===== config.mk =====
export PLATFORM = sky130hd
export DESIGN_NAME = session_timeout_table_top
export DESIGN_NICKNAME = d
export VERILOG_FILES = /design/src/hdl/sst_pkg.sv /design/src/hdl/session_timeout_table_top.sv
export SDC_FILE = /design/constraint.sdc
export NUM_CORES = 2
export LEC_CHECK = 0
export BUFFER_PORTS_ARGS = -buffer_cell sky130_fd_sc_hd__buf_2
export CORE_ASPECT_RATIO = 1.4
export CORE_MARGIN = 5
export CORE_UTILIZATION = 43
export CTS_BUF_LIST = sky130_fd_sc_hd__clkbuf_8
export CTS_CLUSTER_DIAMETER = 50
export DETAILED_ROUTE_END_ITERATION = 6
export GPL_TIMING_DRIVEN = 0
export SLEW_MARGIN = 20
export SYNTH_ARGS = -nofsm -noshare
export SYNTH_HDL_FRONTEND = slang
export SYNTH_SLANG_ARGS = --single-unit

===== constraint.sdc =====
create_clock -name clk -period 6.7 [get_ports clk]
set_clock_uncertainty 0.05 [all_clocks]
set_input_delay 1.34 -clock clk [delete_from_list [all_inputs] [get_ports clk]]
set_output_delay 1.34 -clock clk [all_outputs]
set_load 0.02 [all_outputs]

===== src/hdl/sst_pkg.sv =====
// Shared types and constants for the session timeout table.
`default_nettype none

package sst_pkg;

	localparam int unsigned TIME_W      = 48;
	localparam int unsigned VAL_W       = 32;
	localparam int unsigned SID_W       = 5;
	localparam int unsigned KIND_W      = 2;
	localparam int unsigned MAX_RESULTS = 32;
	localparam int unsigned CNT_W       = 6;

	localparam logic [VAL_W-1:0] VALIDITY_RESET = 32'd30000000;

	typedef logic [TIME_W-1:0] usec_t;

	typedef enum logic [KIND_W-1:0] {
		RES_ARM_ACK = 2'd0,
		RES_EXPIRED = 2'd1,
		RES_NONE    = 2'd2
	} res_kind_t;

	typedef enum logic {
		REQ_ARM     = 1'b0,
		REQ_PROCESS = 1'b1
	} req_kind_t;

	typedef enum logic [2:0] {
		ST_IDLE,
		ST_ARM_SCAN,
		ST_ARM_ACK,
		ST_PROC_SCAN,
		ST_PROC_END,
		ST_PROC_FINAL
	} sst_state_t;

endpackage

`default_nettype wire


===== src/hdl/session_timeout_table_top.sv =====
// Session timeout table: per-session unique deadlines with expiry reporting.
//
// Channels: req (req_valid/req_stall) carries one request per beat; rsp
// (rsp_valid/rsp_stall) returns result beats; cfg (cfg_valid/cfg_ready)
// writes the validity period, always ready; the user writes it only while
// the block is idle, which the block itself does not enforce.
// Requests are taken one at a time: req_stall is high while a request works.
// Arm: disarms the session, forms now + validity (saturated), then walks the
//   deadline memory round-robin; every hit on an armed entry bumps the
//   candidate by 1 us. Done after SESSIONS compares in a row with no hit.
//   One ack beat. Out-of-range session ids are dropped with no beat.
// Process: each pass reads all SESSIONS entries once and picks the earliest
//   expired armed deadline; one pass per expired session plus a closing pass
//   (none once 32 are found), at most 32 reported per request. The final beat
//   has last_result set; if none expired, one "nothing expired" beat is sent.
// Timing is set by the single read port of the deadline memory: one entry
// per cycle. Results sit in an output register; a stalled beat holds and the
// sequencer waits, so a new request may be accepted while a beat is pending.
// Reset clears all armed flags and loads the validity period of 30 s; the
// deadline memory is not cleared, only armed entries are ever used.
`default_nettype none

module session_timeout_table_top #(
	parameter int unsigned SESSIONS = 32
) (
	input  logic                         clk,
	input  logic                         arst_n,
	input  logic                         cfg_valid,
	output logic                         cfg_ready,
	input  logic [sst_pkg::VAL_W-1:0]    cfg_data,
	input  logic                         req_valid,
	output logic                         req_stall,
	input  logic                         req_type,
	input  logic [sst_pkg::SID_W-1:0]    session_id,
	input  logic [sst_pkg::TIME_W-1:0]   now_time,
	output logic                         rsp_valid,
	input  logic                         rsp_stall,
	output logic [sst_pkg::KIND_W-1:0]   result_kind,
	output logic [sst_pkg::SID_W-1:0]    result_session,
	output logic [sst_pkg::TIME_W-1:0]   result_deadline,
	output logic                         last_result
);
	import sst_pkg::*;

	localparam int unsigned IW = $clog2(SESSIONS);
	localparam int unsigned CW = $clog2(SESSIONS + 1);
	localparam logic [IW-1:0] LAST_IDX = IW'(SESSIONS - 1);
	localparam logic [CW-1:0] CLEAN_DONE = CW'(SESSIONS);

	// deadline memory, one synchronous read port
	usec_t dl_mem [SESSIONS];

	sst_state_t state_q, state_d;

	logic [VAL_W-1:0]    validity_q;
	logic [SESSIONS-1:0] armed_q;

	logic [IW-1:0]  sid_q;
	usec_t          now_q;
	usec_t          dl_q;
	logic [IW-1:0]  rd_idx_q;
	logic           issue_done_q;
	logic [CW-1:0]  clean_q;
	logic           cmp_v_s1;
	logic [IW-1:0]  cmp_idx_s1;
	usec_t          rd_data_s1;

	logic           best_found_q;
	logic [IW-1:0]  best_idx_q;
	usec_t          best_dl_q;
	logic           pend_v_q;
	logic [IW-1:0]  pend_idx_q;
	usec_t          pend_dl_q;
	logic [CNT_W-1:0] n_q;

	logic             rsp_valid_q;
	res_kind_t        rsp_kind_q;
	logic [SID_W-1:0] rsp_sid_q;
	usec_t            rsp_dl_q;
	logic             rsp_last_q;

	// sequencer strobes
	logic      rd_en;
	logic      arm_start;
	logic      proc_start;
	logic      pass_start;
	logic      take_best;
	logic      arm_commit;
	logic      emit;
	res_kind_t emit_kind;
	logic [IW-1:0] emit_idx;
	usec_t     emit_dl;
	logic      emit_last;

	logic          slot_free;
	logic          sid_ok;
	logic [TIME_W:0] dl_sum;
	usec_t         dl_init;
	logic          arm_cmp;
	logic          hit;
	logic          better;

	assign cfg_ready = 1'b1;
	assign req_stall = (state_q != ST_IDLE);
	assign slot_free = !rsp_valid_q || !rsp_stall;
	assign sid_ok    = (32'(session_id) < SESSIONS);

	assign dl_sum  = {1'b0, now_time} + (TIME_W + 1)'(validity_q);
	assign dl_init = dl_sum[TIME_W] ? '1 : dl_sum[TIME_W-1:0];

	// compare stage
	assign arm_cmp = (state_q == ST_ARM_SCAN) && (clean_q != CLEAN_DONE) && cmp_v_s1;
	assign hit     = armed_q[cmp_idx_s1] && (rd_data_s1 == dl_q);
	assign better  = cmp_v_s1 && (state_q == ST_PROC_SCAN) && armed_q[cmp_idx_s1]
		&& (rd_data_s1 <= now_q) && (!best_found_q || (rd_data_s1 < best_dl_q));

	always_ff @(posedge clk or negedge arst_n) begin
		if (!arst_n) begin
			state_q <= ST_IDLE;
		end else begin
			state_q <= state_d;
		end
	end

	always_comb begin
		state_d    = state_q;
		rd_en      = 1'b0;
		arm_start  = 1'b0;
		proc_start = 1'b0;
		pass_start = 1'b0;
		take_best  = 1'b0;
		arm_commit = 1'b0;
		emit       = 1'b0;
		emit_kind  = RES_NONE;
		emit_idx   = '0;
		emit_dl    = '0;
		emit_last  = 1'b0;
		unique case (state_q)
			ST_IDLE: begin
				if (req_valid) begin
					if (req_type == REQ_PROCESS) begin
						proc_start = 1'b1;
						pass_start = 1'b1;
						state_d    = ST_PROC_SCAN;
					end else if (sid_ok) begin
						arm_start  = 1'b1;
						pass_start = 1'b1;
						state_d    = ST_ARM_SCAN;
					end
				end
			end
			ST_ARM_SCAN: begin
				if (clean_q == CLEAN_DONE) begin
					state_d = ST_ARM_ACK;
				end else begin
					rd_en = 1'b1;
				end
			end
			ST_ARM_ACK: begin
				if (slot_free) begin
					emit       = 1'b1;
					emit_kind  = RES_ARM_ACK;
					emit_idx   = sid_q;
					emit_dl    = dl_q;
					emit_last  = 1'b1;
					arm_commit = 1'b1;
					state_d    = ST_IDLE;
				end
			end
			ST_PROC_SCAN: begin
				rd_en = !issue_done_q;
				if (cmp_v_s1 && (cmp_idx_s1 == LAST_IDX)) begin
					state_d = ST_PROC_END;
				end
			end
			ST_PROC_END: begin
				if (best_found_q) begin
					// previous find is not the last one: flush it, keep the new one
					if (!pend_v_q || slot_free) begin
						emit      = pend_v_q;
						emit_kind = RES_EXPIRED;
						emit_idx  = pend_idx_q;
						emit_dl   = pend_dl_q;
						take_best = 1'b1;
						if (n_q == CNT_W'(MAX_RESULTS - 1)) begin
							state_d = ST_PROC_FINAL;
						end else begin
							pass_start = 1'b1;
							state_d    = ST_PROC_SCAN;
						end
					end
				end else if (slot_free) begin
					emit      = 1'b1;
					emit_last = 1'b1;
					if (pend_v_q) begin
						emit_kind = RES_EXPIRED;
						emit_idx  = pend_idx_q;
						emit_dl   = pend_dl_q;
					end
					state_d = ST_IDLE;
				end
			end
			ST_PROC_FINAL: begin
				if (slot_free) begin
					emit      = 1'b1;
					emit_kind = RES_EXPIRED;
					emit_idx  = pend_idx_q;
					emit_dl   = pend_dl_q;
					emit_last = 1'b1;
					state_d   = ST_IDLE;
				end
			end
			default: begin
				state_d = ST_IDLE;
			end
		endcase
	end

	// memory: write on arm commit, read one entry per cycle while scanning
	always_ff @(posedge clk) begin
		if (arm_commit) begin
			dl_mem[sid_q] <= dl_q;
		end
		if (rd_en) begin
			rd_data_s1 <= dl_mem[rd_idx_q];
		end
		cmp_idx_s1 <= rd_idx_q;
	end

	// control state
	always_ff @(posedge clk or negedge arst_n) begin
		if (!arst_n) begin
			validity_q   <= VALIDITY_RESET;
			armed_q      <= '0;
			rd_idx_q     <= '0;
			issue_done_q <= 1'b0;
			clean_q      <= '0;
			cmp_v_s1     <= 1'b0;
			best_found_q <= 1'b0;
			pend_v_q     <= 1'b0;
			n_q          <= '0;
			rsp_valid_q  <= 1'b0;
		end else begin
			if (cfg_valid) begin
				validity_q <= cfg_data;
			end

			if (arm_start) begin
				armed_q[IW'(session_id)] <= 1'b0;
			end else if (arm_commit) begin
				armed_q[sid_q] <= 1'b1;
			end else if (take_best) begin
				armed_q[best_idx_q] <= 1'b0;
			end

			cmp_v_s1 <= rd_en;

			if (pass_start) begin
				rd_idx_q     <= '0;
				issue_done_q <= 1'b0;
				clean_q      <= '0;
				best_found_q <= 1'b0;
			end else begin
				if (rd_en) begin
					rd_idx_q <= (rd_idx_q == LAST_IDX) ? '0 : rd_idx_q + 1'b1;
					if (rd_idx_q == LAST_IDX) begin
						issue_done_q <= 1'b1;
					end
				end
				if (arm_cmp) begin
					clean_q <= hit ? '0 : clean_q + 1'b1;
				end
				if (better) begin
					best_found_q <= 1'b1;
				end
			end

			if (proc_start) begin
				pend_v_q <= 1'b0;
				n_q      <= '0;
			end else if (take_best) begin
				pend_v_q <= 1'b1;
				n_q      <= n_q + 1'b1;
			end

			if (emit) begin
				rsp_valid_q <= 1'b1;
			end else if (!rsp_stall) begin
				rsp_valid_q <= 1'b0;
			end
		end
	end

	// payload
	always_ff @(posedge clk) begin
		if (arm_start) begin
			sid_q <= IW'(session_id);
			dl_q  <= dl_init;
		end else if (arm_cmp && hit) begin
			dl_q <= dl_q + 1'b1;
		end
		if (proc_start) begin
			now_q <= now_time;
		end
		if (better) begin
			best_idx_q <= cmp_idx_s1;
			best_dl_q  <= rd_data_s1;
		end
		if (take_best) begin
			pend_idx_q <= best_idx_q;
			pend_dl_q  <= best_dl_q;
		end
		if (emit) begin
			rsp_kind_q <= emit_kind;
			rsp_sid_q  <= SID_W'(emit_idx);
			rsp_dl_q   <= emit_dl;
			rsp_last_q <= emit_last;
		end
	end

	assign rsp_valid       = rsp_valid_q;
	assign result_kind     = rsp_kind_q;
	assign result_session  = rsp_sid_q;
	assign result_deadline = rsp_dl_q;
	assign last_result     = rsp_last_q;

endmodule

`default_nettype wire


After elaboration in Yosys (flattened, before gate mapping)
Memory sizes are Yosys's and may differ from the RTL's. A register that Yosys moved wholly into a read port is not among the register bits.
Index checks and enable logic that the tools add are counted.

storage, ports and cells
  bits of input ports = 91
  bits in writable memories = 1536
  flip-flop bits (word level) = 357
  word-level logic and storage cells = 177
  memories = 1
  output and inout port bits = 59

memory list
  name    depth  width  rd ports  clocked after memory_dff  write ports  line                             source
  dl_mem  32     48     1         1                         1            session_timeout_table_top.sv:51  usec_t dl_mem [SESSIONS];

operators by class
  $lt $le $gt $ge = 9
  reductions and logical operators = 32
  bitwise gates (word level) = 5
  mux-type cells = 86
  equality and inequality tests = 16
  $add $sub $neg = 5

operator list
  cell                                                                          count
  48-bit 2-to-1 mux                                                             9
  48-bit case mux with 3 select lines                                           1
  32-bit 2-to-1 mux                                                             3
  32-bit bitwise AND                                                            2
  32-bit NOT                                                                    2
  48-bit by 32-bit adder with 49-bit output                                     1
  48-bit by 1-bit adder with 48-bit output, second input constant               1
  48-bit equality test                                                          1
  48-bit <= comparator                                                          1
  48-bit less-than comparator                                                   1
  5-bit 2-to-1 mux                                                              9
  1-bit 2-to-1 mux                                                              34
  32-bit bitwise OR                                                             1
  6-bit 2-to-1 mux                                                              5
  5-bit by 6-bit less-than comparator with 1-bit output, second input constant  4
  3-bit 2-to-1 mux                                                              7
  1-bit demux with 5-bit select                                                 3
  5-bit by 1-bit >= comparator with 1-bit output, second input constant         3
  3-bit case mux with 5 select lines                                            1
  5-bit case mux with 3 select lines                                            1
  2-bit 2-to-1 mux                                                              7
  6-bit by 1-bit adder with 6-bit output, second input constant                 2
  1-bit logical AND                                                             12
  2-bit nonzero test                                                            6
  other kinds (21)                                                              36

Depth between registers and ports, before layout
  word-level depth = 9
  depth in mapped cells = 12
  gate-level depth less buffers = 10

Least setup slack after synthesis
No wires, ideal clock.

  path kind = input port to flip-flop
  start = in rsp_stall
  end = mem dl_mem[28][0] (netlist name) (enable)
  stages = 6
  path buffers = 2
  data required time = 6.135 ns
  library setup time = 0.515 ns
  setup slack = 0.425 ns
  arrival time = 5.710 ns
  path through = and2_1 -> clkbuf_1 -> nor3_1 -> clkbuf_1 -> nand4_1 -> nor3_1

between the ends
  word-level cells in the longest chain between the ends = 6

ends and longest elaborated chain
  element                                 line                              source
  start: declaration                      session_timeout_table_top.sv:37   input logic rsp_stall,
  1-bit zero test                         n/a
  1-bit logical OR                        session_timeout_table_top.sv:105  assign slot_free = !rsp_valid_q || !rsp_stall;
  1-bit 2-to-1 mux                        session_timeout_table_top.sv:160  if (slot_free) begin
  1-bit 2-to-1 mux                        session_timeout_table_top.sv:138  unique case (state_q)
  1-bit 2-to-1 mux                        session_timeout_table_top.sv:221  if (arm_commit) begin
  1-bit 2-to-1 mux (implied by the code)  session_timeout_table_top.sv:222  dl_mem[sid_q] <= dl_q;
  end: declaration                        session_timeout_table_top.sv:51

Every way passes these cells.

Worst setup path in the final report
  start = reg state_q[2]
  end = reg dl_q[6] (enable)

between the ends
  word-level cells in the longest chain between the ends = 5
  elaborated cells between the ends (all ways) = 7
  those cells by class = eq/ne: 1; mux: 1; reduce/logical: 5

ends and longest elaborated chain
  element                                         line                              source
  start: declaration                              session_timeout_table_top.sv:53   sst_state_t state_q, state_d;
  start signal: assignment                        session_timeout_table_top.sv:121  state_q <= state_d;
  3-bit by 1-bit equality test with 1-bit output  session_timeout_table_top.sv:112  assign arm_cmp = (state_q == ST_ARM_SCAN) && (clean_q != CLEAN_DONE) && cmp_v_s1;
  1-bit logical AND (2 in a row)                  session_timeout_table_top.sv:112
  1-bit logical AND                               session_timeout_table_top.sv:299  end else if (arm_cmp && hit) begin
  2-bit nonzero test (no line) *                  n/a
  end signal: assignment                          session_timeout_table_top.sv:298  dl_q <= dl_init;
  end signal: assignment                          session_timeout_table_top.sv:300  dl_q <= dl_q + 1'b1;
  end: declaration                                session_timeout_table_top.sv:60   usec_t dl_q;

Every way passes the cells marked *; elsewhere a longest branch is shown, timed or not.
A chain may end at the register's enable or synchronous reset.

==> impl_results.md <==
* Netlist Area Pre-Place at between 70000 and 80000 µm²
* Die ar. at just under 200000 µm²
* CP required at 7.37 ns
* Global-route wire length before repair at 330 mm
* PostCTS Resize Cnt at 0
* Reg2Reg Depth at 9
* Synth area leaders: edfxtp_1 (70%), mux4_2 (14%), dfrtp_1 (2.5%), ha_1 (2.1%), mux2_2 (1.2%)
* FFs w/ async S/R, synth at under 10%
* Maximum vdd drop at 0.000265 V
* Reg2Reg Setup Slack at 2.41 ns
* GR Util met2 at 39.4%
* Initial antenna violation count at 24
* Num CTS Buffers at roughly 300
* CP Max Fanout at 21
* Pre-Repair DR Iteration Count at 5
* Power Density at around 370 nW/µm²
* Status: completed
* Worst skew pair latency at approximately 1 ns
* Ys Warns at 0
* Static Leakage at approximately 30 nW
* Total grt overflow at 0
* CP Launch Point: state_q[2]$_DFFE_PN0P_
* FP Rows at 186
* Tmin final at between 4 and 5 ns
* Met1 Usage GRT at between 30% and 40%
* Syn Nets at around 4200
* Worst setup SP type: flip-flop
* Core outline area at 183000 µm²
* Post-route clock period utilization at roughly 64%
* Root Driver: clkbuf_8
* Via count at 43100
* CTS HTree Levels at 5
* Yosys cell types at 93
* Clock slew at the register clock pins of the worst setup and hold paths at around 0.07 ns
* Synthesized area per cell at ~20 µm²
* Post-synth EDFFs at about 1800
* Syn Inst Count at 3940
* Seq/Total Area, Yosys at around three quarters
* Commonest non-fill, non-tap cells in the layout: edfxtp_1 (1847), mux4_2 (490), clkbuf_8 (308), buf_2 (207), inv_1 (197)
* RePlAce Congestion at between 0.9 and 1
* Placed insts at about 6700
* Post-synth top area cell: edfxtp_1
* Setup Crit Path Kind: flip-flop to flip-flop
* Net count, final at between 4000 and 5000
* Post-synth top flop: edfxtp_1
* Worst slew pin tran at approximately 1.3 ns
* Max Buffers Root-to-Sink at 4
* Maxcap violations at 0
* Slew HR at between 10 and 15%
* Area delta synth->final at 16.0%
* Vias in the first global route at roughly 44000
* Reg2reg end: dl_q[6]$_DFFE_PP_
* Wire length per cell at about 33 µm
* Non-Filler Instances at around 7200
* Pin count of the biggest net entering global routing at between 60 and 70
* Die X at about 370 µm
* CTS tree: done
* Commonest non-fill, non-tap cell in the layout: edfxtp_1
* CP Data Arrival Time at 4.96 ns
* Maximum clock rate at 0.233 GHz
* Setup_tns at 0 ns
* Number of synthesized register bits at 1941
* WL final at 237 mm
* Die height at 518 µm
* Post-CTS setup buffer count at 0
* Fillers at about 15000
* CTS Hold Bufs at 0
* Most Used Layer, Global Route: met2
* Residual DRC at 0
* RSZ-0062 raised after global routing: false
* Via-to-Cell Ratio at just under 6
* Slew Limit Fails at 0
* Clock Sinks at 1941
* Final setup viols at 0
* Worst hold path class: input pin to asynchronous set/reset pin
* # IOs at 150
* CP endpoint kind: flip-flop
* Final ANT Viol Nets at 0
* FF-to-FF Start: state_q[2]$_DFFE_PN0P_
* PortBufs at between 100 and 150
* Area share of the largest cell type after synthesis at 70.1%
* DP HPWL at ~170 mm
* Met3 GRT Util at about 5.4%
* DRT iter0 DRCs at a little over 5000
* Layout cells sized above 1 at between 30 and 40%
* Tot GR Track Use at 24.4%
* Final Hold Vio Count at 0
* Starting density of the core at 43.1%
==> where the power goes <==
group	switching, mW	internal [mW]	total, mW
registers	0.701	14.4	15.1
clock network	4.57	4.57	9.13
logic	5.69	4.15	9.84
total	11.0	23.1	34.1
==> routing by layer <==
metal | share of wire [%] | vias to the layer above
met1 | 39 | 23000
met5 | 0.034 | -
met3 | 8.4 | 457
met4 | 4.4 | 14
met2 | 48 | 2129
li1 | - | 17500
==> area by class of cell <==
cell class / instances / area, µm² / share of cell area (%)
Sequential cell: 1941 / 57800 / 63.0
Tap cell: 2444 / 3060 / 3.33
Buffer: 185 / 841 / 0.916
Timing Repair Buffer: 332 / 4000 / 4.36
Multi-Input combinational cell: 1704 / 20400 / 22.2
Antenna cell: 8 / 20.0 / 0.0218
Clock inverter: 196 / 1040 / 1.14
Inverter: 110 / 420 / 0.458
Clock buffer: 308 / 4240 / 4.62
==> worst max path at each step <==
stage | end | cells past startpoint
CTS | rd_data_s1[44]$_DFFE_PP_ | 6
finish | dl_q[6]$_DFFE_PP_ | 9
global placement | dl_mem[20][11]$_DFFE_PP_ | 8
floorplan | dl_mem[28][0]$_DFFE_PP_ | 6
detailed placement | dl_mem[19][13]$_DFFE_PP_ | 9
global route | dl_q[10]$_DFFE_PP_ | 7
==> worst max-delay path: stages (launching register included) <==
cell and delay (ns):
dfrtp_1 0.36, buf_2 0.20, nor3_1 0.10, inv_1 0.08, or3_1 0.22, clkbuf_1 0.56, clkbuf_1 0.73, clkbuf_1 0.91
o21ai_4 0.43, buf_16 0.30
==> synthesized netlist by cell type, types with 12 or more instances <==
cell         n
a21o_1      45
a21oi_1     93
a22o_1      51
a22oi_1     49
and3_1      22
buf_1       19
buf_2       56
clkbuf_1   104
dfrtp_1     79
edfxtp_1  1847
ha_1       133
inv_1      109
mux2_2      81
mux4_2     490
nand2_1    101
nand2b_1    12
nand3_1     37
nand4_1     39
nor2_1     124
nor2b_1     13
nor3_1      29
nor4_1      15
o21ai_0     42
o22a_1      18
o22ai_1     19
xnor2_1     46
xor2_1      92
==> registers in the layout, summed over array words and instances (netlist names), 6 cells and up <==
signal           flops
armed_q             32
best_dl_q           48
dl_q                48
dl_mem            1536
now_q               48
n_q                  6
result_deadline     48
clean_q              6
validity_q          32
pend_dl_q           48
rd_data_s1          48
==> per-stage QoR <==
step	hold WS, ns	power (mW)	setup WS [ns]	utilization, %	instance area, µm²
global placement	0.305	24.9	-6.01	45.2	82900
floorplan	0.295	21.1	0.425	-	79100
CTS	0.0762	34.2	2.41	49.9	91400
finish	0.164	34.1	2.41	50.1	91800
detailed placement	0.324	25.2	1.66	47.0	86200
global route	0.115	35.3	2.36	50.1	91800
==> cells by family (layout without fill, tap and decap cells) <==
kind of cell	count (synthesis)	after routing	share of synthesized area [%]
compound gates	395	395	3.59
other cells	1	9	0.00474
xor+xnor	138	138	1.53
fa+ha+maj	134	134	2.13
simple gates	463	463	3.04
buf+inv	295	1131	1.53
mux	573	573	15.1
flops	1941	1941	73.1
Note: power is estimated with default switching activity, not from simulation.
